**src/hw/rtl/srs_pkg.sv**
```systemverilog
// ----------------------------------------------------------------------------
// srs_pkg
// Shared types and constants of the scan run segmenter: register indexes,
// reset values, result kinds, the configuration bundle and the queue entry.
// ----------------------------------------------------------------------------
package srs_pkg;

  localparam int SRS_SCAN_DEPTH  = 1024;
  localparam int SRS_MAX_LEGS    = 4;
  localparam int SRS_QUEUE_DEPTH = 4;

  localparam int SRS_RANGE_W = 16;
  localparam int SRS_SKIP_W  = 9;
  localparam int SRS_SPS_W   = 11;
  localparam int SRS_LEN_W   = 11;
  // widest index and count over the legal parameter ranges
  localparam int SRS_IDX_W   = 12;
  localparam int SRS_CNT_W   = 5;

  localparam int SRS_CFG_IDX_W  = 2;
  localparam int SRS_CFG_DATA_W = 16;

  localparam logic [SRS_LEN_W-1:0] SRS_LEN_MAX = '1;

  localparam logic [SRS_CFG_IDX_W-1:0] REG_MIN_RANGE   = 2'd0;
  localparam logic [SRS_CFG_IDX_W-1:0] REG_MAX_RANGE   = 2'd1;
  localparam logic [SRS_CFG_IDX_W-1:0] REG_SKIP_COUNT  = 2'd2;
  localparam logic [SRS_CFG_IDX_W-1:0] REG_SAMPLES_PER = 2'd3;

  localparam logic [SRS_RANGE_W-1:0] MIN_RANGE_RESET   = 16'd20;
  localparam logic [SRS_RANGE_W-1:0] MAX_RANGE_RESET   = 16'd2000;
  localparam logic [SRS_SKIP_W-1:0]  SKIP_COUNT_RESET  = 9'd40;
  localparam logic [SRS_SPS_W-1:0]   SAMPLES_PER_RESET = 11'd1024;

  localparam logic KIND_RUN     = 1'b0;
  localparam logic KIND_SUMMARY = 1'b1;

  typedef struct packed {
    logic [SRS_RANGE_W-1:0] min_range_mm;
    logic [SRS_RANGE_W-1:0] max_range_mm;
    logic [SRS_SKIP_W-1:0]  skip_count;
    logic [SRS_SPS_W-1:0]   samples_per_scan;
  } srs_cfg_t;

  typedef struct packed {
    logic                   has_run;
    logic                   has_sum;
    logic [SRS_CNT_W-1:0]   run_num;
    logic [SRS_IDX_W-1:0]   center_idx;
    logic [SRS_RANGE_W-1:0] center_rng;
    logic                   run_ovf;
    logic [SRS_CNT_W-1:0]   sum_count;
    logic                   sum_ovf;
  } srs_entry_t;

endpackage

```
**src/hw/rtl/srs_back.sv**
```systemverilog
// ----------------------------------------------------------------------------
// srs_back
// Output side: takes queue entries and presents run reports and scan
// summaries one transaction at a time from an output register.
// ----------------------------------------------------------------------------
module srs_back
  import srs_pkg::*;
#(
  parameter int SCAN_DEPTH = SRS_SCAN_DEPTH,
  parameter int MAX_LEGS   = SRS_MAX_LEGS
) (
  input  logic                             clk,
  input  logic                             rst,
  input  srs_entry_t                       entry,
  input  logic                             empty,
  output logic                             pop,
  output logic                             out_valid,
  input  logic                             out_ready,
  output logic                             result_kind,
  output logic [$clog2(MAX_LEGS+1)-1:0]    run_number,
  output logic [$clog2(SCAN_DEPTH)-1:0]    center_index,
  output logic [SRS_RANGE_W-1:0]           center_range_mm,
  output logic [$clog2(MAX_LEGS+1)-1:0]    runs_found,
  output logic                             overflow_flag,
  output logic                             result_last
);

  localparam int AW   = $clog2(SCAN_DEPTH);
  localparam int CNTW = $clog2(MAX_LEGS + 1);

  logic            pend_sum;
  logic [CNTW-1:0] pend_count;
  logic            pend_ovf;
  logic            slot_free;

  assign slot_free = !out_valid || out_ready;
  assign pop       = slot_free && !pend_sum && !empty;

  always_ff @(posedge clk) begin
    if (rst) begin
      out_valid <= 1'b0;
      pend_sum  <= 1'b0;
    end else if (slot_free) begin
      if (pend_sum) begin
        out_valid <= 1'b1;
        pend_sum  <= 1'b0;
      end else if (!empty) begin
        out_valid <= 1'b1;
        pend_sum  <= entry.has_run && entry.has_sum;
      end else begin
        out_valid <= 1'b0;
      end
    end
  end

  always_ff @(posedge clk) begin
    if (slot_free) begin
      if (pend_sum || !entry.has_run) begin
        result_kind     <= KIND_SUMMARY;
        run_number      <= '0;
        center_index    <= '0;
        center_range_mm <= '0;
        runs_found      <= pend_sum ? pend_count : entry.sum_count[CNTW-1:0];
        overflow_flag   <= pend_sum ? pend_ovf : entry.sum_ovf;
        result_last     <= 1'b1;
      end else begin
        result_kind     <= KIND_RUN;
        run_number      <= entry.run_num[CNTW-1:0];
        center_index    <= entry.center_idx[AW-1:0];
        center_range_mm <= entry.center_rng;
        runs_found      <= entry.run_num[CNTW-1:0] + CNTW'(1);
        overflow_flag   <= entry.run_ovf;
        result_last     <= 1'b0;
      end
    end
    if (pop) begin
      pend_count <= entry.sum_count[CNTW-1:0];
      pend_ovf   <= entry.sum_ovf;
    end
  end

`ifndef NO_ASSERTIONS
  a_pend_behind_run: assert property (@(posedge clk) disable iff (rst)
    pend_sum |-> out_valid && result_kind == KIND_RUN)
    else $error("held summary without a run report in front of it");
`endif

endmodule

```
**config.mk**
```make
export PLATFORM = sky130hd
export DESIGN_NAME = srs_back
export DESIGN_NICKNAME = d
export VERILOG_FILES = /design/src/hw/rtl/srs_pkg.sv /design/src/hw/rtl/srs_back.sv
export SDC_FILE = /design/constraint.sdc
export NUM_CORES = 1
export LEC_CHECK = 0
export ABC_AREA = 1
export ABC_CLOCK_PERIOD_IN_PS = 2040
export BUFFER_PORTS_ARGS = -buffer_cell sky130_fd_sc_hd__buf_2
export CORE_ASPECT_RATIO = 0.5
export CORE_MARGIN = 2
export CORE_UTILIZATION = 25
export CTS_BUF_LIST = sky130_fd_sc_hd__clkbuf_16
export DETAILED_ROUTE_END_ITERATION = 10
export SLEW_MARGIN = 0
export SYNTH_ARGS = -nofsm -noshare
export SYNTH_HDL_FRONTEND = slang
export SYNTH_SLANG_ARGS = --single-unit
```
**constraint.sdc**
```tcl
create_clock -name clk -period 2.04 [get_ports clk]
set_input_delay 0.204 -clock clk [delete_from_list [all_inputs] [get_ports clk]]
set_output_delay 0.204 -clock clk [all_outputs]
set_load 0.05 [all_outputs]
```
After elaboration in Yosys (flattened, before gate mapping):

Index checks and enable logic that the tools add are counted.
W data, S select, Z words.

* bits in registers: 40
* input bits: 46
* word-level logic and storage cells: 29

* add/sub/neg operators: 1
* muxes and demuxes: 9
* reductions and logical operators: 9

Operators by type and width (number)
* $mux W1: 7
* $mux W3: 2
* $logic_not A1 Y1: 4
* $add A3 B1 Y3 const B: 1
* $logic_and A1 B1 Y1: 3
* $logic_or A1 B1 Y1: 2

Logic depth before layout (Yosys ltp):

Gate-level depths: netlist of run 1.

* depth after elaboration: 4
* mapped depth: 6
* gate-level depth less buffers: 5

Worst setup path before layout of run 1:

No wires, ideal clock.

* path kind: reg2reg
* start point: register out_valid
* end point: register pend_count[0] (enable)
* setup time: 0.394 ns
* arrival: 2.314 ns
* required time: 1.646 ns
* path slack: -0.668 ns
* stages on the path, launching flop included: 4
* buffers on the path: 0
* clock period less this slack: 2.708 ns
* path through: dfxtp_1 -> nand2_1 -> nand2_1 -> nor2_1

* word-level cells in the longest chain between the ends: 4

RTL lines
* start, declared: RTL line srs_back.sv:17 `output logic out_valid,`
* start signal, assigned: RTL line srs_back.sv:41 `out_valid <= 1'b0;`
* start signal, assigned: RTL line srs_back.sv:45 `out_valid <= 1'b1;`
* start signal, assigned: RTL line srs_back.sv:48 `out_valid <= 1'b1;`
* $logic_not A1 Y1: RTL line srs_back.sv:36 `assign slot_free = !out_valid || out_ready;`
* $logic_or A1 B1 Y1: RTL line srs_back.sv:36
* named net slot_free: RTL line srs_back.sv:34 `logic slot_free;`
* $logic_and A1 B1 Y1 (2 in a row): RTL line srs_back.sv:37 `assign pop = slot_free && !pend_sum && !empty;`
* named net pop: RTL line srs_back.sv:16 `output logic pop,`
* end signal, assigned: RTL line srs_back.sv:77 `pend_count <= entry.sum_count[CNTW-1:0];`
* end, declared: RTL line srs_back.sv:32 `logic [CNTW-1:0] pend_count;`

The timed path passes the listed nets, and every way through them passes these cells.
A chain may end at the register's enable or synchronous reset.

Worst setup path after layout of run 1:

* start point: register pend_sum
* end point: output pop

* word-level cells in the longest chain between the ends: 3

RTL lines
* start, declared: RTL line srs_back.sv:31 `logic pend_sum;`
* start signal, assigned: RTL line srs_back.sv:49 `pend_sum <= entry.has_run && entry.has_sum;`
* $logic_not A1 Y1: RTL line srs_back.sv:37
* $logic_and A1 B1 Y1 (2 in a row): RTL line srs_back.sv:37
* end, declared: RTL line srs_back.sv:16

Every way passes these cells.

==> impl_results.md, run 1 <==
* Clk sinks at 40
* Final period util at 0.805
* Syn avg cell area at 11.5 um^2
* Cell Pwr Density at 966 mW/mm^2
* I/O pins at 83
* Synth Warn # at 0
* CTS Root Cell: clkbuf_16
* Final Max Slew Viols at 0
* Detail Route Antenna Nets at 0
* Worst Setup SP: pend_sum
* Final wirelength at 3210 um
* Slew margin rel. at 0.697
* Worst VDD drop at 0.301 mV
* Critical-path maximum fanout at 11
* CP Class: flop to primary output
* Ant diodes at 0
* Rows at 20
* CTS tree: done
* Wire per inst at 10.3 um
* R2R setup slack at 0.73 ns
* DR DRC count at 0
* Routed vias at 1171
* Quantity of gates resized following cts at 0
* Clock Latency Late Sink at 0.27 ns
* P_leak at 0.00118 uW
* Initial core utilization at 0.265
* Seq/Total Area, Yosys at 0.720
* Synth cell types at 17
* Hold path depth at 2
* Number of port buffers at 76
* Clk buf depth at 2
* Total track usage at 0.0901
* WP data arrival at 1.44 ns
* Fmax at 609 MHz
* Final design utilization at 0.360
* H-tree lvl count at 2
* FF-to-FF End: runs_found[2]
* Post-Synthesis Cells at 143
* HP Class: input pin to flop
* Post-layout min period at 1.64 ns
* Final nets at 269
* Die H at 61.3 um
* Maxcap violations at 0
* Setup crit end: pop
* Vias in the first global route at 1165
* Horiz. Die Dim at 119 um
* CORE AREA at 0.00621 mm^2
* Crit. End Element: primary output
* Total CTS buffers at 5
* Placed insts at 303
* Status: completed
* Drt pass-1 iters at 4
* Post-route cell area at 0.00224 mm^2
* Post-CTS Setup Bufs at 0
* Hold wc startpoint: rst
* Final-report hold violation count at 0
* RR Startpoint: pend_sum
* Initial drt markers at 22
* # fillers at 639
* Clock skew at 0.00378 ns
* Post-route total power at 2160 uW
* CP Launch Type: flop
* CTS clock-pin slew for the worst setup and hold paths at 0.05 ns
* Fin cells at 311
* Gpl congestion at 0.659
* Area growth, synth to finish at 36.3%
* Vias per cell at 3.77
* Setup TNS at 0 ns
* Pin count of the biggest net entering global routing at 37
* GRT Residual Overflow at 0
* Critical Path RT at 1.84 ns
* Unrepaired setup endpoints after global routing: false
* Seq cells post-synth at 40
* Post-CTS Hold Buffers at 0
* Area post-placement at 0.00210 mm^2
* Worst slew pin tran at 0.454 ns
* First-pass GRT wire length at 4950 um
* Initial antenna violation count at 0
* Setup-failing EPs final at 0
* Worst reg2reg path depth at 4
* Die ar. at 0.00727 mm^2
* Synthesized net count at 190
* Share of cells above drive strength 1 at 0.399
* Half-perimeter wire length after detailed placement at 2370 um
* Synth Cell Area at 0.00164 mm^2
per-stage QoR:
stage               hold WS (ns)  worst slack [ns]
finish                    0.0997             0.397
CTS                       0.0940             0.369
global placement           0.380             0.730
global route              0.0994             0.308
floorplan                  0.273             0.135
detailed placement         0.380             0.667
cells by family after synthesis:
family,Yosys count,synth area share
buffers and inverters,42,0.114
DFF,40,0.720
adders and majority gates,1,0.00762
AOI/OAI and AO/OA,5,0.0259
and+or+nand+nor,55,0.133
layout by cell type, fill, tap and decap left out:
cell type / Yosys / layout
a21oi_2: 1 / 1
buf_2: 0 / 76
a31oi_1: 1 / 1
dfxtp_1: 2 / 2
buf_4: 3 / 1
nand2_4: 1 / 2
inv_2: 1 / 1
o211ai_2: 1 / 1
nor2_2: 1 / 2
inv_1: 36 / 39
clkbuf_16: 0 / 5
nand2_1: 17 / 16
o211ai_1: 2 / 2
nor2_1: 35 / 34
ha_1: 1 / 1
edfxtp_1: 38 / 38
nand3_1: 1 / 1
power breakdown:
part | internal (uW) | switching, uW | leakage, uW
registers | 983 | 19.3 | 0.000430
logic | 99.1 | 348 | 0.000672
clock network | 439 | 271 | 0.0000776
total | 1520 | 639 | 0.00118
sequential cells by signal (all words and copies together) (netlist names):
register,cells
center_range_mm,16
center_index,10
pend_count,3
run_number,3
runs_found,3
out_valid,1
overflow_flag,1
pend_ovf,1
pend_sum,1
result_last,1
per-layer routing:
metal | up-vias | part of all wire | track usage
li1 | 598 | - | -
met1 | 548 | 0.39 | 0.0903
met4 | 0 | 0.019 | 0.0510
met2 | 18 | 0.55 | 0.172
met3 | 7 | 0.043 | 0.0324
met5 | - | 0 | 0
worst max-delay path, cell delays in order (launching register included):
cell and delay, ns:
dfxtp_1 0.34, inv_2 0.19, nand2_1 0.10, nor2_2 0.22, buf_2 0.32
synth_stat cells (all sizes together):
cell    count  area share
a21oi       1      0.0053
a31oi       1      0.0038
buf         5       0.030
dfxtp       2       0.024
edfxtp     38        0.70
ha          1      0.0076
inv        37       0.085
nand2      18       0.046
nand3       1      0.0030
nor2       36       0.084
o211ai      3       0.017
area by class of cell:
| type | instances | area (um^2) | share of cell area |
|---|---|---|---|
| Multi-Input combinational cell | 61 | 283 | 0.126 |
| Tap cell | 88 | 110 | 0.0492 |
| Clock inverter | 3 | 11.3 | 0.00503 |
| Sequential cell | 40 | 1180 | 0.528 |
| Inverter | 37 | 139 | 0.0621 |
| Timing Repair Buffer | 77 | 388 | 0.173 |
| Clock buffer | 5 | 125 | 0.0559 |
worst min-delay path by stage:
stage / endpoint / slack (ns)
floorplan: out_valid / 0.27
global placement: out_valid / 0.38
detailed placement: out_valid / 0.38
CTS: out_valid / 0.09
global route: out_valid / 0.1
finish: out_valid / 0.1
No activity file was read; power rests on OpenSTA's default activity.
==> inputs of run 2 (changes only) <==
--- a/config.mk
+++ b/config.mk
@@ -6,7 +6,7 @@
 export NUM_CORES = 1
 export LEC_CHECK = 0
 export ABC_AREA = 1
-export ABC_CLOCK_PERIOD_IN_PS = 2040
+export ABC_CLOCK_PERIOD_IN_PS = 1300
 export BUFFER_PORTS_ARGS = -buffer_cell sky130_fd_sc_hd__buf_2
 export CORE_ASPECT_RATIO = 0.5
 export CORE_MARGIN = 2
==> constraint.sdc (replaced) <==
create_clock -name clk -period 1.3 [get_ports clk]
set_input_delay 0.13 -clock clk [delete_from_list [all_inputs] [get_ports clk]]
set_output_delay 0.13 -clock clk [all_outputs]
set_load 0.05 [all_outputs]
==> run 2 against run 1 <==
Against the previous run:
- final cell count rose by 1.3%
- combinational power rose by 66%
- power rose by 60%
- register-to-register slack got worse by 0.63 ns
- routed wire length rose by 2.7%
- final area rose by 4.0%
- critical endpoint unchanged
- largest power group unchanged
==> impl_results.md, run 2 (synthesis results as in run 1) <==
* Fmax at 814 MHz
* Die ar. at 0.00727 mm^2
* Pin count of the biggest net entering global routing at 37
* WP data arrival at 1.10 ns
* First-pass GRT wire length at 5210 um
* Post-layout min period at 1.23 ns
* CTS clock-pin slew for the worst setup and hold paths at 0.06 ns
* Max reg flops at 16
* Setup-failing EPs final at 0
* Most common cell after layout, fill and taps aside: buf_2
* Wire per inst at 10.5 um
* Half-perimeter wire length after detailed placement at 2520 um
* Largest Register: center_range_mm
* Detail Route Antenna Nets at 0
* Unrepaired setup endpoints after global routing: false
* Part of the power in combinational logic at 0.215
* Fin cells at 315
* Horiz. Die Dim at 119 um
* Clock Latency Late Sink at 0.28 ns
* H-tree lvl count at 2
* Share of cells above drive strength 1 at 0.423
* Drt pass-1 iters at 3
* Vias in the first global route at 1195
* Vias per cell at 3.81
* Net Sw Power at 1030 uW
* Slew margin rel. at 0.824
* Maxcap violations at 0
* Final wirelength at 3300 um
* Power share of the sequential group at 0.456
* Switching Fraction at 0.300
* Clk sinks at 40
* Crit. End Element: primary output
* Placed insts at 305
* Total CTS buffers at 5
* Critical-path maximum fanout at 5
* P_leak at 0.00121 uW
* Initial antenna violation count at 0
* Initial core utilization at 0.265
* Initial drt markers at 24
* I/O pins at 83
* DR DRC count at 0
* Area post-placement at 0.00217 mm^2
* Most frequent cells in the layout: buf_2 (75), inv_1 (38), edfxtp_1 (38)
* Area growth, synth to finish at 41.8%
* CTS Root Cell: clkbuf_16
* Ant diodes at 0
* Power share of the clock group at 0.329
* CORE AREA at 0.00621 mm^2
* Clk buf depth at 2
* Critical Path RT at 1.17 ns
* CP Class: flop to primary output
* Final nets at 273
* Int Pwr at 2410 uW
* Total track usage at 0.0946
* CTS tree: done
* Status: completed
* Worst VDD drop at 0.543 mV
* CP Launch Type: flop
* Clock skew at 0.00475 ns
* Final Max Slew Viols at 0
* HP Class: input pin to flop
* Post-route cell area at 0.00233 mm^2
* Final-report hold violation count at 0
* Cell Pwr Density at 1480 mW/mm^2
* GRT Residual Overflow at 0
* Top flop regs: center_range_mm (16), center_index (10)
* Gpl congestion at 0.763
* Rows at 20
* Die H at 61.3 um
* Final period util at 0.945
* Routed vias at 1201
* Worst slew pin tran at 0.266 ns
* Number of port buffers at 76
==> run 2: what timing repair did <==
item                       CTS  global route
setup endpoints to repair    1             6
buffers inserted             2             0
pin swaps                    0             1
resized for setup            3             1
hold buffers                 0             0
gates cloned                 0             0
==> run 2: through the flow <==
| stage | power (uW) | util | hold WS (ns) | worst slack [ns] | TNS, ns |
|---|---|---|---|---|---|
| after global placement | 2330 | 0.349 | 0.298 | 0.112 | 0 |
| after floorplan | 2140 | - | 0.190 | -0.0858 | -0.343 |
| final | 3450 | 0.375 | 0.0179 | 0.0710 | 0 |
| after CTS | 3480 | 0.375 | 0.0142 | 0.0203 | 0 |
| after detailed placement | 2340 | 0.349 | 0.306 | 0.0898 | 0 |
| after global routing | 3590 | 0.375 | 0.0167 | 0.0294 | 0 |
==> run 2: path summary, 6_finish.rpt <==
path                               startpoint         endpoint  slack [ns]  cells past startpoint
worst max-delay path                out_valid              pop        0.07                      4
worst min-delay path                      rst        out_valid        0.02                      2
worst max register to register       pend_sum  center_index[6]        0.10                      5
worst min register to register  pend_count[1]    runs_found[1]        0.58                      2
==> run 2: power groups by stage <==
| stage | logic, uW | registers [uW] | clock network (uW) |
|---|---|---|---|
| 2_1_floorplan | 167 | 1980 | 0 |
| 3_3_place_gp | 731 | 1600 | 0 |
| 3_5_place_dp | 739 | 1600 | 0 |
| 4_1_cts | 750 | 1580 | 1150 |
| 5_1_grt | 787 | 1580 | 1220 |
| 6_report | 740 | 1570 | 1130 |
==> run 2: layout make-up <==
class,instances,area (um^2)
Clock buffer,5,125
Clock inverter,3,11.3
Fill cell,647,3880
Inverter,37,141
Multi-Input combinational cell,61,304
Sequential cell,40,1190
Tap cell,88,110
Timing Repair Buffer,81,449
==> run 2: metal layers <==
layer  GRT usage  share of wire
met4      0.0544          0.011
met1      0.0981           0.39
met3      0.0315          0.045
met2       0.177           0.55
met5           0              0
==> run 2: critical path: stages, from the launching register on <==
cell and delay (ns):
dfxtp_4 0.36, nand2_8 0.07, nand2_4 0.05, nor2_4 0.16
buf_6 0.19
==> inputs of run 3 (changes only) <==
--- a/config.mk
+++ b/config.mk
@@ -5,7 +5,6 @@
 export SDC_FILE = /design/constraint.sdc
 export NUM_CORES = 1
 export LEC_CHECK = 0
-export ABC_AREA = 1
 export ABC_CLOCK_PERIOD_IN_PS = 1300
 export BUFFER_PORTS_ARGS = -buffer_cell sky130_fd_sc_hd__buf_2
 export CORE_ASPECT_RATIO = 0.5
@@ -13,6 +12,7 @@
 export CORE_UTILIZATION = 25
 export CTS_BUF_LIST = sky130_fd_sc_hd__clkbuf_16
 export DETAILED_ROUTE_END_ITERATION = 10
+export PLACE_DENSITY = 0.62
 export SLEW_MARGIN = 0
 export SYNTH_ARGS = -nofsm -noshare
 export SYNTH_HDL_FRONTEND = slang
==> run 3 against run 2 <==
Against the previous run:
- routed wire length is 0.79% lower
- maximum frequency is 2.7% higher
- count of clock-buffer cells in the layout stayed put
- clock power hardly changed
- synthesized cell count is 31% lower
- global-route usage is 0.063 points lower
- power is 3.2% lower
- combinational power is 10% lower
- final area is 3.1% lower
- non-clock buffer count is 1 lower
- register-to-register slack better by 0.04 ns
- flip-flop and latch count stayed put
- highest routed layer unchanged
==> impl_results.md, run 3 <==
* Critical-path maximum fanout at 3
* Final-report hold violation count at 0
* Most instantiated cells after synthesis: edfxtp_1 (38), and2_1 (29), buf_6 (4)
* Pin count of the biggest net entering global routing at 35
* Power share of the clock group at 0.333
* Initial drt markers at 32
* Synthesized net count at 146
* Cell Pwr Density at 1480 mW/mm^2
* Initial core utilization at 0.260
* Post-Synthesis Cells at 99
* Max reg flops at 16
* Horiz. Die Dim at 117 um
* Met2 Usage GRT at 0.164
* Top_reg_cell synth: edfxtp_1
* Half-perimeter wire length after detailed placement at 2480 um
* Post-synth EDFFs at 38
* Worst VDD drop at 0.662 mV
* Critical Path RT at 1.17 ns
* Async set-reset flop share out of synthesis at 0
* Die ar. at 0.00708 mm^2
* CTS Root Cell: clkbuf_16
* Most frequent cells in the layout: buf_2 (75), edfxtp_1 (38), and2_1 (29)
* Synth Cell Area at 0.00160 mm^2
* GR Util met1 at 0.115
* Slew margin rel. at 0.824
* Post-route cell area at 0.00225 mm^2
* Int Pwr at 2400 uW
* H-tree lvl count at 2
* Post-CTS Hold Buffers at 0
* DR DRC count at 0
* Synth Warn # at 0
* CORE AREA at 0.00613 mm^2
* GRT Residual Overflow at 0
* Vias in the first global route at 1077
* Area growth, synth to finish at 41.2%
* Top-area cell type share of the netlist area at 0.715
* Clock Latency Late Sink at 0.27 ns
* Power share of the sequential group at 0.467
* First-pass GRT wire length at 5020 um
* Detail Route Antenna Nets at 0
* CP Launch Type: flop
* Number of port buffers at 76
* Clk buf depth at 2
* Total track usage at 0.0939
* Pre-CTS setup slack at 0.122 ns
* Global-route met3 utilization at 0.0280
* Top-count cell post-synth: edfxtp_1
* Setup ws final at 0.103 ns
* GR peak layer: met2
* Syn avg cell area at 16.1 um^2
* Wire per inst at 12.2 um
* Area post-placement at 0.00211 mm^2
* Final Max Slew Viols at 0
* Post-layout min period at 1.20 ns
* Total CTS buffers at 5
* Maxcap violations at 0
* CTS tree: done
* Most common cell after layout, fill and taps aside: buf_2
* Largest Register: center_range_mm
* Clk sinks at 40
* Ant diodes at 0
* Seq cells post-synth at 40
* Drt pass-1 iters at 4
* Worst slew pin tran at 0.266 ns
* HP Class: input pin to flop
* Die H at 60.5 um
* Final nets at 227
* Top flop regs: center_range_mm (16), center_index (10)
* Initial antenna violation count at 0
* Fmax at 836 MHz
* P_leak at 0.00101 uW
* Top cells by area, synth: edfxtp_1 (71%), and2_1 (11%), buf_6 (2.8%)
* I/O pins at 83
* Clock skew at 0.00368 ns
* Crit. End Element: primary output
* Seq/Total Area, Yosys at 0.740
* Status: completed
* Vias per cell at 3.89
* Unrepaired setup endpoints after global routing: false
* Final period util at 0.920
* CTS clock-pin slew for the worst setup and hold paths at 0.05 ns
* Gpl congestion at 0.676
* Routed vias at 1046
* Share of cells above drive strength 1 at 0.503
* Setup TNS at 0 ns
* Final wirelength at 3270 um
* Net Sw Power at 940 uW
* Synth cell types at 20
* Rows at 20
* Switching Fraction at 0.282
* Yosys top cell by area: edfxtp_1
* CP Class: flop to primary output
* WP data arrival at 1.07 ns
* Setup-failing EPs final at 0
* Part of the power in combinational logic at 0.199
==> run 3: area by class of cell <==
class | instances | area, um^2
clock inverters | 3 | 11.3
flip-flops and latches | 40 | 1190
well taps | 88 | 110
inverters | 3 | 15.0
clock buffers | 5 | 125
multi-input cells | 50 | 363
fillers | 610 | 3880
repair buffers | 80 | 442
==> run 3: kinds of logic after synthesis <==
group           count (synthesis)  synth area share
fa+ha+maj                       1           0.00784
xor+xnor                        1           0.00549
buf+inv                         9            0.0447
compound gates                  6            0.0251
mux                             2            0.0125
flops                          40             0.740
simple gates                   40             0.165
==> run 3: stage by stage <==
step | hold slack, ns | util | std cells | total power (uW)
after floorplan | 0.190 | - | 99 | 2070
after global placement | 0.303 | 0.344 | 261 | 2240
after detailed placement | 0.317 | 0.344 | 261 | 2260
after CTS | 0.0266 | 0.368 | 269 | 3390
after global routing | 0.0323 | 0.368 | 269 | 3490
final | 0.0347 | 0.368 | 269 | 3340
==> run 3: final timing paths <==
| check | from | end | slack (ns) | cells after the start |
|---|---|---|---|---|
| hold / removal | rst | out_valid | 0.03 | 2 |
| hold reg to reg | out_valid | pend_sum | 0.54 | 2 |
| setup reg to reg | out_valid | center_range_mm[12] | 0.14 | 3 |
| setup / recovery | out_valid | pop | 0.10 | 3 |
==> run 3: timing repair <==
action	CTS	global route
setup buffers	1	0
resized for setup	4	0
setup endpoints to repair	1	0
==> run 3: critical path, stage by stage, from the launching register on <==
cell and delay (ns):
dfxtp_4 0.34, nor2b_4 0.14, nor3_4 0.13, buf_6 0.18
==> run 3: power by group through the flow <==
stage | logic (uW) | clock network, uW | registers [uW]
after floorplan | 135 | 0 | 1940
after global placement | 659 | 0 | 1580
after detailed placement | 669 | 0 | 1590
after CTS | 674 | 1150 | 1560
after global routing | 702 | 1210 | 1570
final | 666 | 1110 | 1560
==> run 3: layer usage <==
metal | share of wire | vias up
met1 | 0.41 | 512
met5 | 0 | -
met4 | 0.0083 | 0
li1 | - | 510
met2 | 0.53 | 22
met3 | 0.048 | 2
