[config.mk]
export PLATFORM = sky130hd
export DESIGN_NAME = srs_fifo
export DESIGN_NICKNAME = d
export VERILOG_FILES = /design/src/hw/rtl/srs_pkg.sv /design/src/hw/rtl/srs_fifo.sv
export SDC_FILE = /design/constraint.sdc
export NUM_CORES = 1
export LEC_CHECK = 0
export ABC_CLOCK_PERIOD_IN_PS = 5000
export BUFFER_PORTS_ARGS = -buffer_cell sky130_fd_sc_hd__buf_4
export CELL_PAD_IN_SITES_DETAIL_PLACEMENT = 1
export CELL_PAD_IN_SITES_GLOBAL_PLACEMENT = 2
export CORE_ASPECT_RATIO = 0.75
export CORE_MARGIN = 4
export CORE_UTILIZATION = 47
export DETAILED_ROUTE_END_ITERATION = 16
export GPL_TIMING_DRIVEN = 0
export MAX_ROUTING_LAYER = met4
export PLACE_DENSITY_LB_ADDON = 0.2
export SETUP_SLACK_MARGIN = 0.1
export SLEW_MARGIN = 20
export SYNTH_ARGS = -nofsm -noshare
export SYNTH_HDL_FRONTEND = slang
export SYNTH_SLANG_ARGS = --single-unit
[constraint.sdc]
create_clock -name clk -period 5 [get_ports clk]
set_input_delay 1.25 -clock clk [delete_from_list [all_inputs] [get_ports clk]]
set_output_delay 1.25 -clock clk [all_outputs]
set_load 0.02 [all_outputs]
[src/hw/rtl/srs_pkg.sv]
// ----------------------------------------------------------------------------
// srs_pkg
// Shared types and constants of the scan run segmenter: register indexes,
// reset values, result kinds, the configuration bundle and the queue entry.
// ----------------------------------------------------------------------------
package srs_pkg;

  localparam int SRS_SCAN_DEPTH  = 1024;
  localparam int SRS_MAX_LEGS    = 4;
  localparam int SRS_QUEUE_DEPTH = 4;

  localparam int SRS_RANGE_W = 16;
  localparam int SRS_SKIP_W  = 9;
  localparam int SRS_SPS_W   = 11;
  localparam int SRS_LEN_W   = 11;
  // widest index and count over the legal parameter ranges
  localparam int SRS_IDX_W   = 12;
  localparam int SRS_CNT_W   = 5;

  localparam int SRS_CFG_IDX_W  = 2;
  localparam int SRS_CFG_DATA_W = 16;

  localparam logic [SRS_LEN_W-1:0] SRS_LEN_MAX = '1;

  localparam logic [SRS_CFG_IDX_W-1:0] REG_MIN_RANGE   = 2'd0;
  localparam logic [SRS_CFG_IDX_W-1:0] REG_MAX_RANGE   = 2'd1;
  localparam logic [SRS_CFG_IDX_W-1:0] REG_SKIP_COUNT  = 2'd2;
  localparam logic [SRS_CFG_IDX_W-1:0] REG_SAMPLES_PER = 2'd3;

  localparam logic [SRS_RANGE_W-1:0] MIN_RANGE_RESET   = 16'd20;
  localparam logic [SRS_RANGE_W-1:0] MAX_RANGE_RESET   = 16'd2000;
  localparam logic [SRS_SKIP_W-1:0]  SKIP_COUNT_RESET  = 9'd40;
  localparam logic [SRS_SPS_W-1:0]   SAMPLES_PER_RESET = 11'd1024;

  localparam logic KIND_RUN     = 1'b0;
  localparam logic KIND_SUMMARY = 1'b1;

  typedef struct packed {
    logic [SRS_RANGE_W-1:0] min_range_mm;
    logic [SRS_RANGE_W-1:0] max_range_mm;
    logic [SRS_SKIP_W-1:0]  skip_count;
    logic [SRS_SPS_W-1:0]   samples_per_scan;
  } srs_cfg_t;

  typedef struct packed {
    logic                   has_run;
    logic                   has_sum;
    logic [SRS_CNT_W-1:0]   run_num;
    logic [SRS_IDX_W-1:0]   center_idx;
    logic [SRS_RANGE_W-1:0] center_rng;
    logic                   run_ovf;
    logic [SRS_CNT_W-1:0]   sum_count;
    logic                   sum_ovf;
  } srs_entry_t;

endpackage

[src/hw/rtl/srs_fifo.sv]
// ----------------------------------------------------------------------------
// srs_fifo
// Short queue of result entries between the intake and the output side.
// ----------------------------------------------------------------------------
module srs_fifo
  import srs_pkg::*;
(
  input  logic                                 clk,
  input  logic                                 rst,
  input  logic                                 push,
  input  srs_entry_t                           push_entry,
  input  logic                                 pop,
  output srs_entry_t                           pop_entry,
  output logic                                 empty,
  output logic [$clog2(SRS_QUEUE_DEPTH+1)-1:0] count
);

  localparam int PW  = $clog2(SRS_QUEUE_DEPTH);
  localparam int QCW = $clog2(SRS_QUEUE_DEPTH + 1);
  localparam logic [PW-1:0] LAST_SLOT = PW'(SRS_QUEUE_DEPTH - 1);

  srs_entry_t    slots [SRS_QUEUE_DEPTH];
  logic [PW-1:0] wr_ptr;
  logic [PW-1:0] rd_ptr;

  always_ff @(posedge clk) begin
    if (rst) begin
      wr_ptr <= '0;
      rd_ptr <= '0;
      count  <= '0;
    end else begin
      if (push) begin
        wr_ptr <= (wr_ptr == LAST_SLOT) ? '0 : wr_ptr + PW'(1);
      end
      if (pop) begin
        rd_ptr <= (rd_ptr == LAST_SLOT) ? '0 : rd_ptr + PW'(1);
      end
      count <= count + QCW'(push) - QCW'(pop);
    end
  end

  always_ff @(posedge clk) begin
    if (push) begin
      slots[wr_ptr] <= push_entry;
    end
  end

  assign pop_entry = slots[rd_ptr];
  assign empty     = (count == '0);

`ifndef NO_ASSERTIONS
  a_no_overrun: assert property (@(posedge clk) disable iff (rst)
    push |-> count < QCW'(SRS_QUEUE_DEPTH))
    else $error("queue overrun");

  a_no_underrun: assert property (@(posedge clk) disable iff (rst)
    pop |-> !empty)
    else $error("queue underrun");
`endif

endmodule

# --- Word level (Yosys, flattened, before mapping) ---
# Memory sizes are Yosys's and may differ from the RTL's. A register that Yosys moved wholly into a read port is not among the register bits.
# Index checks and enable logic that the tools add are counted.
classes:
  bitwise: 0
  order_cmp: 0
  n_mux: 6
  n_reduce_logical: 1
  div: 0
  shifts: 0
  addsub: 4
  n_eq_ne: 2
  multipliers: 0
ops:
  columns: ["operator", "n"]
  rows:
  - ["2-bit 2-to-1 mux", 4]
  - ["2-bit by 1-bit adder with 2-bit output (second input constant)", 2]
  - ["2-bit equality test (second input constant)", 2]
  - ["3-bit by 1-bit adder with 3-bit output", 1]
  - ["3-bit logical NOT", 1]
  - ["3-bit by 1-bit subtractor with 3-bit output", 1]
  - ["1-bit 2-to-1 mux", 2]
totals:
  memories: 1
  latchBits: 0
  regBits: 7
  wordCells: 17
  mem_bits_ro: 0
  out_inout_bits: 46
  mem_bits_rw: 168
  input_bits: 46
memory_table:
  columns: ["name", "words", "word_bits", "rd", "rd_clocked_by_memory_dff", "write_ports", "line", "source"]
  rows:
  - ["slots", 4, 42, 1, 1, 1, "srs_fifo.sv:22", "srs_entry_t slots [SRS_QUEUE_DEPTH];"]

# --- Logic depth before layout (Yosys ltp) ---
# Gate-level depths: netlist (run 1).
depth:
  depth_word: 4
  ltp_mapped: 8
  depth_no_buf: 8

# --- Worst setup path before layout (run 1) ---
# No wires, ideal clock.
synth_path:
  path_kind: "input-to-reg"
  start: "input push"
  end: "memory slots[0][0] in the netlist's numbering (enable)"
  n_path_buf: 0
  setup_slack_ps: 2330
  cell_stages: 1
  setup_ps: 403
  arrival_ps: 2266
  required_ps: 4597
  cell_sequence: "and2_1"
synth_via:
  elab_chain_len: 2
synth_rtl:
  columns: ["item", "line", "source"]
  rows:
  - ["start, declared", "srs_fifo.sv:10", "input logic push,"]
  - ["1-bit 2-to-1 mux", "srs_fifo.sv:43", "if (push) begin"]
  - ["1-bit 2-to-1 mux (not written as such)", "srs_fifo.sv:44", "slots[wr_ptr] <= push_entry;"]
  - ["end, declared", "srs_fifo.sv:22", null]
# Every way passes these cells.

==> results of run 1 <==
[worst register-to-register path: stages, from the launching register on]
cell and delay, ns:
dfxtp_1 0.36, inv_1 0.05, ha_1 0.26, inv_1 0.05, ha_1 0.13, inv_1 0.05
fa_1 0.36, xnor3_1 0.18, nor2_1 0.11
[worst paths after layout]
kind	from	endpoint	slack (ns)	depth (start not counted)
setup / recovery	flop	pop_entry[31]	1.88	4
hold reg to reg	rd_ptr[0]	flop	0.50	2
hold / removal	rd_ptr[0]	flop	0.50	2
setup reg to reg	count[0]	count[2]	3.39	8
[sequential cells by signal, summed over array words and instances (netlist names), named ones only]
register	cells
rd_ptr	2
count	3
wr_ptr	2
slots	168
[cell usage in the layout (no fill, tap or decap)]
| cell | count |
|---|---|
| ha_1 | 7 |
| dfxtp_1 | 9 |
| clkinv_1 | 1 |
| buf_2 | 4 |
| buf_4 | 91 |
| nor2_1 | 4 |
| clkbuf_16 | 17 |
| inv_6 | 4 |
| buf_6 | 1 |
| or3b_2 | 2 |
| clkinv_4 | 1 |
| mux4_2 | 40 |
| clkinvlp_4 | 5 |
| nor2b_1 | 1 |
| mux4_1 | 2 |
| bufinv_16 | 1 |
| inv_8 | 1 |
| nor3_1 | 1 |
| clkinv_2 | 1 |
| a21oi_1 | 2 |
| nand2b_1 | 2 |
| mux2i_1 | 2 |
| clkbuf_1 | 1 |
| inv_1 | 5 |
| and2_4 | 4 |
| edfxtp_1 | 168 |
| xnor3_1 | 1 |
| buf_12 | 4 |
| fa_1 | 1 |
[routing by layer]
| layer | share of wire (%) | vias to the layer above | GRT usage (%) |
|---|---|---|---|
| met5 | 0 | - | - |
| met4 | 0.73 | 0 | 4.99 |
| met3 | 4.7 | 9 | 4.36 |
| met2 | 50 | 72 | 26.1 |
| met1 | 44 | 1510 | 20.8 |
| li1 | - | 1318 | - |
[layout make-up]
| class | count | area (um2) |
|---|---|---|
| tap | 175 | 219 |
| clock inverter | 14 | 131 |
| fill | 1167 | 5680 |
| clock buffer | 17 | 425 |
| multi-input combinational | 69 | 1200 |
| timing repair buffer | 91 | 683 |
| inverter | 5 | 18.8 |
| sequential | 177 | 5230 |
| buffer | 10 | 115 |
[cell families after synthesis]
group           synth area share (%)
xor+xnor                       0.344
buf+inv                         2.04
fa+ha+maj                       1.64
compound gates                 0.153
flops                           79.7
simple gates                    1.24
mux                             14.9
[where the power goes]
group / internal (mW) / total, mW / switching, mW
Clock: 0.690 / 1.25 / 0.560
Sequential: 1.69 / 1.71 / 0.0223
Combinational: 0.192 / 0.394 / 0.202
[through the flow]
stage                     total power [mW]  std cells  util, %  hold WS (ns)  setup WS [ns]
final                                 3.36        558     58.5         0.504           1.88
after global routing                  3.50        558     58.5         0.552           1.73
after CTS                             3.40        558     58.5         0.514           1.81
after detailed placement              2.15        527     54.5         0.505           2.28
after global placement                2.14        527     54.4         0.488           1.37
after floorplan                       1.97        261        -         0.469           2.33
==> impl_results.md, run 1 <==
- Initial Utilization: 47.8%
- RSZ-0062 raised after global routing: false
- Worst Path Arrival: 1.87 ns
- First-pass GRT wire length: 18.2 mm
- Critical path buffers and inverters: 3
- Initial DRC count: 203
- Hold buffers post-CTS: 0
- Die height: 110 um
- Rel. slew slack: 54.4%
- Worst Setup Start Kind: flop
- Pin count of the biggest net entering global routing: 43
- Dpl hpwl: 6.93 mm
- Hold crit path type: flop to flop
- Post-DRT Antenna Nets: 0
- Post-CTS Setup Bufs: 0
- Area of the die: 15900 um2
- CTS sink cnt: 177
- CP top delay family: buffers and inverters
- Vias in the first global route: 3270
- CTS tree: done
- Worst path cell trace: clkbuf_1 > buf_2 > mux4_2 > buf_4
- Final hold viol count: 0
- Yosys warns: 0
- CP peak stage delay: 0.37 ns
- Io pins: 92
- Sequential fraction of the synthesis area: 79.7%
- First drt pass iteration count: 4
- P&R area growth vs syn: 22.4%
- Routability cong.: 0.654
- Tot GR Track Use: 16.3%
- Final min period: 3.12 ns
- DR WL/cell: 20.9 um
- Critical Path Sink Type: output pin
- Vias: 2909
- TritonCTS buffer count: 17
- Core area: 13700 um2
- Max cap viols: 0
- Post-synth ARST share: 0%
- Design area: 8020 um2
- Layout cells sized above 1: 46.0%
- Placed cell area: 7470 um2
- Syn avg cell area: 25.1 um2
- PortBufs: 91
- Clk slew on worst S/H paths: 0.07 ns
- Clock tree buffer depth: 2
- Yosys reg bits: 177
- Main synth FF type: edfxtp_1
- Routed Wire Length: 11.7 mm
- Yosys top cell area share: 77.0%
- Rows: 37
- Yosys top cell by area: edfxtp_1
- Status: completed
- Final setup violation count: 0
- Number of flops mapped to enable cells by yosys: 168
- Count of pins over their slew limit: 0
- Setup TNS: 0 ns
- Worst-skew pair later-pin latency: 0.41 ns
- Synth area leaders: edfxtp_1, mux4_2, dfxtp_1, ha_1, buf_12
- DRC viols: 0
- PwrDens: 419 nW/um2
- Initial antenna violation count: 0
- Yosys cell types: 20
- Critical-path top delay cell: mux4_2
- Most common cell in the netlist: edfxtp_1
- Worst IR Drop VDD: 312 uV
- H-tree levels: 4
- Layout Nets: 425
- Worst slew pin tran: 0.685 ns
- Crit share post-route: 62.3%
- Cts repair resizes: 0
- CP Max Fanout: 10
- WP data required: 3.75 ns
- N_diodes: 0
- Die width: 144 um
- Gr ovfl total: 0
- Post-Route Skew: 0.00782 ns
- Clock root buffer master: clkbuf_16
- Max frequency: 321 MHz
- Kind of critical path: flop to output pin
- Post-DR vias/cell: 5.21
- Synth cell count leaders: edfxtp_1, mux4_2, dfxtp_1
- Mapped Cells: 261
- Leakage: 2.76 nW
- Synth Cell Area: 6550 um2
- Syn_nets: 315
(Power assumes the default switching activity.)
==> inputs of run 2 (changes only) <==
Settings changed: ABC_AREA set to 1, ABC_CLOCK_PERIOD_IN_PS 5000 to 3100, CORE_UTILIZATION 47 to 40.
Clock period 5 ns to 3.1 ns, I/O delays scaled along.
==> impl_results.md, run 2 <==
- Register Area: 5230 um2 (unchanged)
- Gr ovfl total: 0 (unchanged)
- Layout cells sized above 1: 28.5% (was 46.0%)
- Synth area leaders: edfxtp_1, o211ai_2, inv_1, nand2_1, a21oi_1 (was edfxtp_1, mux4_2, dfxtp_1, ha_1, buf_12)
- Core area: 17800 um2 (was 13700 um2)
- WP data required: 2.32 ns (was 3.75 ns)
- Origin of the worst min-delay path: wr_ptr[0] (was rd_ptr[0])
- R2R cell count: 5 (was 8)
- Worst Path Arrival: 1.76 ns (was 1.87 ns)
- H-tree levels: 4 (unchanged)
- First-pass GRT wire length: 26.8 mm (was 18.2 mm)
- Syn_nets: 602 (was 315)
- PortBufs: 91 (unchanged)
- Post-Route Skew: 0.00841 ns (was 0.00782 ns)
- Largest registers: slots x168, count x3 (unchanged)
- Area of the die: 20500 um2 (was 15900 um2)
- Status: completed (unchanged)
- Fillers: 1829 (was 1167)
- Vias in the first global route: 4904 (was 3270)
- Count of pins over their slew limit: 0 (unchanged)
- Initial antenna violation count: 0 (unchanged)
- Mapped Cells: 548 (was 261)
- Die width: 164 um (was 144 um)
- RSZ-0062 raised after global routing: false (unchanged)
- Syn avg cell area: 13.3 um2 (was 25.1 um2)
- Max frequency: 395 MHz
- Initial DRC count: 247 (was 203)
- R2R Path Start: wr_ptr[1] (was count[0])
- Mux cell area share after synthesis: 0% (was 14.9%)
- TritonCTS buffer count: 17 (unchanged)
- Yosys reg bits: 177 (unchanged)
- Synth Cell Area: 7310 um2 (was 6550 um2)
- FF-to-FF End: slots[1][11] (was count[2])
- CTS sink cnt: 177 (unchanged)
- Biggest register: slots (unchanged)
- Worst Setup Start Kind: flop (unchanged)
- Post-synth ARST share: 0% (unchanged)
- Layout Nets: 714 (was 425)
- PwrDens: 645 nW/um2 (was 419 nW/um2)
- P&R area growth vs syn: 22.5% (was 22.4%)
- CTS tree: done (unchanged)
- Post-synthesis compound-gate area fraction: 13.3% (was 0.153%)
- Vias: 4429 (was 2909)
- Post-Synth Simple-Gate Area: 5.36% (was 1.24%)
- Cts repair resizes: 0 (unchanged)
- Final min period: 2.53 ns
- Post-DRT Antenna Nets: 0 (unchanged)
- Tot GR Track Use: 18.1% (was 16.3%)
- Pin count of the biggest net entering global routing: 43 (unchanged)
- Io pins: 92 (unchanged)
- Routed Wire Length: 17.2 mm (was 11.7 mm)
- Clk slew on worst S/H paths: 0.07 ns (about the same)
- Post-Route Utilization: 50.3% (was 58.5%)
- Die height: 125 um (was 110 um)
- Worst-skew pair later-pin latency: 0.43 ns (was 0.41 ns)
- Clock root buffer master: clkbuf_16 (unchanged)
- CP Max Fanout: 10 (unchanged)
- Adder-Cell Fraction of Synth Area: 1.47% (was 1.64%)
- Setup TNS: 0 ns (unchanged)
- Yosys top cell area share: 69.0% (was 77.0%)
- N_diodes: 0 (unchanged)
- Max reg flops: 168 (unchanged)
- DR WL/cell: 18.8 um (was 20.9 um)
- Hold buffers post-CTS: 0 (unchanged)
- Kind of critical path: flop to output pin (unchanged)
- Hold crit path type: flop to flop (unchanged)
- Leakage: 3.54 nW (was 2.76 nW)
- Routability cong.: 0.717 (was 0.654)
- Design area: 8950 um2 (was 8020 um2)
- Crit share post-route: 81.7%
- Most common cell after layout, fill and taps aside: edfxtp_1 (unchanged)
- Hold-critical path depth: 2 (unchanged)
- FF-to-FF setup slack: 1.39 ns (was 3.39 ns)
- Final Total Pwr: 5.78 mW (was 3.36 mW)
- Synth cell count leaders: edfxtp_1, inv_1, nand2_1 (was edfxtp_1, mux4_2, dfxtp_1)
- Hold worst-path end: wr_ptr[0]
- Number of flops mapped to enable cells by yosys: 168 (unchanged)
- Multi-input gate area: 1470 um2 (was 1200 um2)
- Rel. slew slack: 53.5% (was 54.4%)
- Placed cell area: 8350 um2 (was 7470 um2)
- Most common cell in the netlist: edfxtp_1 (unchanged)
- Main combinational cell family by area after synthesis: compound AO/OA/AOI/OAI gates (was multiplexers)
- Rows: 42 (was 37)
- Dpl hpwl: 10.8 mm (was 6.93 mm)
- Clock tree buffer depth: 2 (unchanged)
- Post-Synth XOR/XNOR Area: 0% (was 0.344%)
- Main synth FF type: edfxtp_1 (unchanged)
- Sequential fraction of the synthesis area: 71.5% (was 79.7%)
- Worst IR Drop VDD: 361 uV (was 312 uV)
- Post-DR vias/cell: 4.84 (was 5.21)
- First drt pass iteration count: 4 (unchanged)
- Commonest non-fill, non-tap cells in the layout: edfxtp_1, buf_4, inv_1 (was edfxtp_1, buf_4, mux4_2)
- Post-CTS Setup Bufs: 0 (unchanged)
- Yosys top cell by area: edfxtp_1 (unchanged)
- Critical Path Sink Type: output pin (unchanged)
- DRC viols: 0 (unchanged)
- Initial Utilization: 41.0% (was 47.8%)
- Max cap viols: 0 (unchanged)
- Final hold slack: 0.534 ns (was 0.504 ns)
- Yosys warns: 0 (unchanged)
- Yosys cell types: 18 (was 20)
- Worst slew pin tran: 0.698 ns (was 0.685 ns)
- Final hold viol count: 0 (unchanged)
- Final setup violation count: 0 (unchanged)
## run 2: cell types whose count changed after synthesis, moves of 6 or more
| cell | delta |
|---|---|
| nor2_1 | +6 |
| mux4_2 | -40 |
| o21ai_0 | +28 |
| inv_1 | +94 |
| o21ai_1 | +17 |
| nand2_1 | +93 |
| o211ai_2 | +41 |
| a21oi_1 | +43 |
| buf_6 | +12 |
## run 2: power by group
part	internal [mW]	total (mW)	switching (mW)
Sequential	2.74	2.78	0.0381
Clock	1.31	2.19	0.882
Combinational	0.309	0.813	0.504
## run 2: worst max-delay path: stages, from the launching register on
cell and delay, ns:
dfxtp_1 0.35, clkbuf_1 0.47, a21oi_1 0.10, o21ai_0 0.13, nand2_1 0.10, buf_4 0.17
## run 2: kinds of logic (layout without fill, tap and decap cells)
logic type      count (synthesis)  after routing
compound gates                132            132
fa+ha+maj                       8              8
buf+inv                       127            252
flops                         177            177
simple gates                  104            104
## run 2: layout make-up
type / instances / share of cell area, %
plain buffers: 28 / 2.70
clock buffers: 22 / 5.18
clock inverters: 10 / 1.51
inverters: 99 / 4.21
multi-input cells: 244 / 16.4
flip-flops and latches: 177 / 58.4
well taps: 242 / 3.38
repair buffers: 93 / 8.24
## run 2: worst max-delay path by stage
stage / slack, ns / depth (start not counted) / end / start
finish: 0.57 / 5 / pop_entry[1] / flop
global route: 0.42 / 5 / pop_entry[1] / flop
CTS: 0.51 / 5 / pop_entry[1] / flop
detailed placement: 0.94 / 8 / count[2] / pop
global placement: 0.11 / 3 / slots[3][15] / push
floorplan: 1.07 / 2 / slots[3][0] / push
## run 2: routing by layer
layer	vias to the layer above	track usage, %	routed length [um]
met3	19	4.77	777
met2	91	29.4	8530
met1	2213	22.3	7730
li1	2106	-	-
met5	-	-	0
met4	0	5.13	195
## run 2: metrics by stage
step | cells | setup slack, ns
finish | 915 | 0.569
global placement | 881 | 0.110
global route | 915 | 0.423
floorplan | 548 | 1.07
CTS | 915 | 0.511
detailed placement | 883 | 0.944
==> inputs of run 3 (changes only) <==
Settings changed: ABC_CLOCK_PERIOD_IN_PS 3100 to 2600.
Clock period 3.1 ns to 2.6 ns, I/O delays scaled along.
==> impl_results.md, run 3 (same netlist as run 2, synthesis figures left out) <==
- FF-to-FF setup slack: 0.89 ns (was 1.39 ns)
- Vias in the first global route: 4904 (unchanged)
- First-pass GRT wire length: 26.8 mm (unchanged)
- Worst Path Arrival: 1.70 ns (was 1.76 ns)
- Biggest register: slots (unchanged)
- Worst-skew pair later-pin latency: 0.43 ns (about the same)
- Post-Route Skew: 0.00902 ns (was 0.00841 ns)
- CP peak stage delay: 0.36 ns (was 0.47 ns)
- Vias: 4438 (was 4429)
- Hold-critical path depth: 2 (unchanged)
- Core area: 17800 um2 (unchanged)
- DR WL/cell: 18.8 um (about the same)
- H-tree levels: 4 (unchanged)
- Worst IR Drop VDD: 432 uV (was 361 uV)
- Tot GR Track Use: 18.1% (unchanged)
- Initial Utilization: 41.0% (unchanged)
- Count of pins over their slew limit: 0 (unchanged)
- Origin of the worst min-delay path: rst (was wr_ptr[0])
- PwrDens: 769 nW/um2 (was 645 nW/um2)
- Final min period: 2.35 ns
- Hold worst-path end: count[1] (was wr_ptr[0])
- Critical-path top delay cell: dfxtp_1 (was clkbuf_1)
- CP top delay family: buffers and inverters (unchanged)
- P&R area growth vs syn: 22.6% (was 22.5%)
- DRC viols: 0 (unchanged)
- First drt pass iteration count: 4 (unchanged)
- Setup TNS: 0 ns (unchanged)
- Most common cell after layout, fill and taps aside: edfxtp_1 (unchanged)
- Post-DRT Antenna Nets: 0 (unchanged)
- CTS sink cnt: 177 (unchanged)
- CTS tree: done (unchanged)
- Hold crit path type: input pin to flop (was flop to flop)
- PortBufs: 91 (unchanged)
- Kind of critical path: flop to output pin (unchanged)
- Die height: 125 um (unchanged)
- Layout cells sized above 1: 28.8% (was 28.5%)
- Max cap viols: 0 (unchanged)
- Clock tree buffer depth: 2 (unchanged)
- Layout Nets: 714 (unchanged)
- R2R cell count: 5 (unchanged)
- Initial DRC count: 255 (was 247)
- Critical path buffers and inverters: 3 (was 2)
- Crit share post-route: 90.4%
- Clock root buffer master: clkbuf_16 (unchanged)
- Dpl hpwl: 10.8 mm (unchanged)
- Rows: 42 (unchanged)
- Routability cong.: 0.717 (unchanged)
- Top sig layer: met4 (unchanged)
- Final setup violation count: 0 (unchanged)
- Largest registers: slots x168, count x3 (unchanged)
- Met3 WL: 777 um (unchanged)
- Rel. slew slack: 53.8% (was 53.5%)
- Worst path cell trace: buf_4 > clkbuf_4 > a21oi_1 > o21ai_0 > nand2_1 > buf_4 (was clkbuf_1 > a21oi_1 > o21ai_0 > nand2_1 > buf_4)
- Post-Route Utilization: 50.3% (about the same)
- R2R Path Start: wr_ptr[0] (was wr_ptr[1])
- Max frequency: 425 MHz
- Status: completed (unchanged)
- Post-DR vias/cell: 4.85 (was 4.84)
- Max reg flops: 168 (unchanged)
- Leakage: 3.54 nW (about the same)
- Most used cell, CP: buf_4
- Final hold viol count: 0 (unchanged)
- Clk slew on worst S/H paths: 0.06 ns (was 0.07 ns)
- FF-to-FF End: slots[0][3] (was slots[1][11])
- Commonest non-fill, non-tap cells in the layout: edfxtp_1, buf_4, inv_1 (unchanged)
- Fillers: 1829 (unchanged)
- Critical Path Sink Type: output pin (unchanged)
- WL met1: 7.73 mm (about the same)
- CP Max Fanout: 10 (unchanged)
- Routed Wire Length: 17.2 mm (about the same)
- Area of the die: 20500 um2 (unchanged)
- Pin count of the biggest net entering global routing: 43 (unchanged)
- N_diodes: 0 (unchanged)
- Worst Setup Start Kind: flop (unchanged)
- Io pins: 92 (unchanged)
- RSZ-0062 raised after global routing: false (unchanged)
- WP data required: 1.95 ns (was 2.32 ns)
- Placed cell area: 8350 um2 (unchanged)
- Worst slew pin tran: 0.692 ns (was 0.698 ns)
- Die width: 164 um (unchanged)
- Gr ovfl total: 0 (unchanged)
- Initial antenna violation count: 0 (unchanged)
- Design area: 8960 um2 (was 8950 um2)
- TritonCTS buffer count: 17 (unchanged)
- Final Total Pwr: 6.89 mW (was 5.78 mW)
- Routed length on met2: 8.53 mm (about the same)
[run 3: stage by stage]
step	instances	hold slack, ns	setup WS (ns)
5_1_grt	915	0.389	0.0967
3_3_place_gp	881	0.499	-0.265
2_1_floorplan	548	0.468	0.694
4_1_cts	915	0.384	0.136
6_report	915	0.412	0.250
3_5_place_dp	883	0.531	0.569
[run 3: worst max path at each step]
stage	from	endpoint	slack, ns	cells after the start
global route	flop	pop_entry[9]	0.1	6
global placement	push	slots[3][15]	-0.27	3
detailed placement	pop	count[2]	0.57	8
finish	flop	pop_entry[9]	0.25	6
floorplan	push	slots[3][0]	0.69	2
CTS	flop	pop_entry[1]	0.14	5
[run 3: metal layers]
metal  GRT usage (%)  vias up
li1                -     2107
met1            22.3     2220
met2            29.4       92
met3            4.77       19
met4            5.13        0
met5               -        -
[run 3: layout make-up]
cell class	instances	area, um2	share of cell area [%]
Multi-Input combinational cell	244	1470	16.4
Sequential cell	177	5230	58.3
Buffer	28	246	2.75
Timing Repair Buffer	93	738	8.24
Clock inverter	10	135	1.51
Tap cell	242	303	3.38
Inverter	99	377	4.20
Clock buffer	22	464	5.18
[run 3: where the power goes]
| part | internal, mW | leakage (nW) | switching, mW |
|---|---|---|---|
| Sequential | 3.26 | 1.62 | 0.0456 |
| Combinational | 0.370 | 1.64 | 0.601 |
| Clock | 1.56 | 0.284 | 1.05 |
[run 3: timing repair]
| action | 4_1_cts | 5_1_grt |
|---|---|---|
| hold buffers | 0 | 0 |
| buffers inserted | 0 | 0 |
| resized for setup | 0 | 5 |
| endpoints found under the setup margin | 0 | 7 |
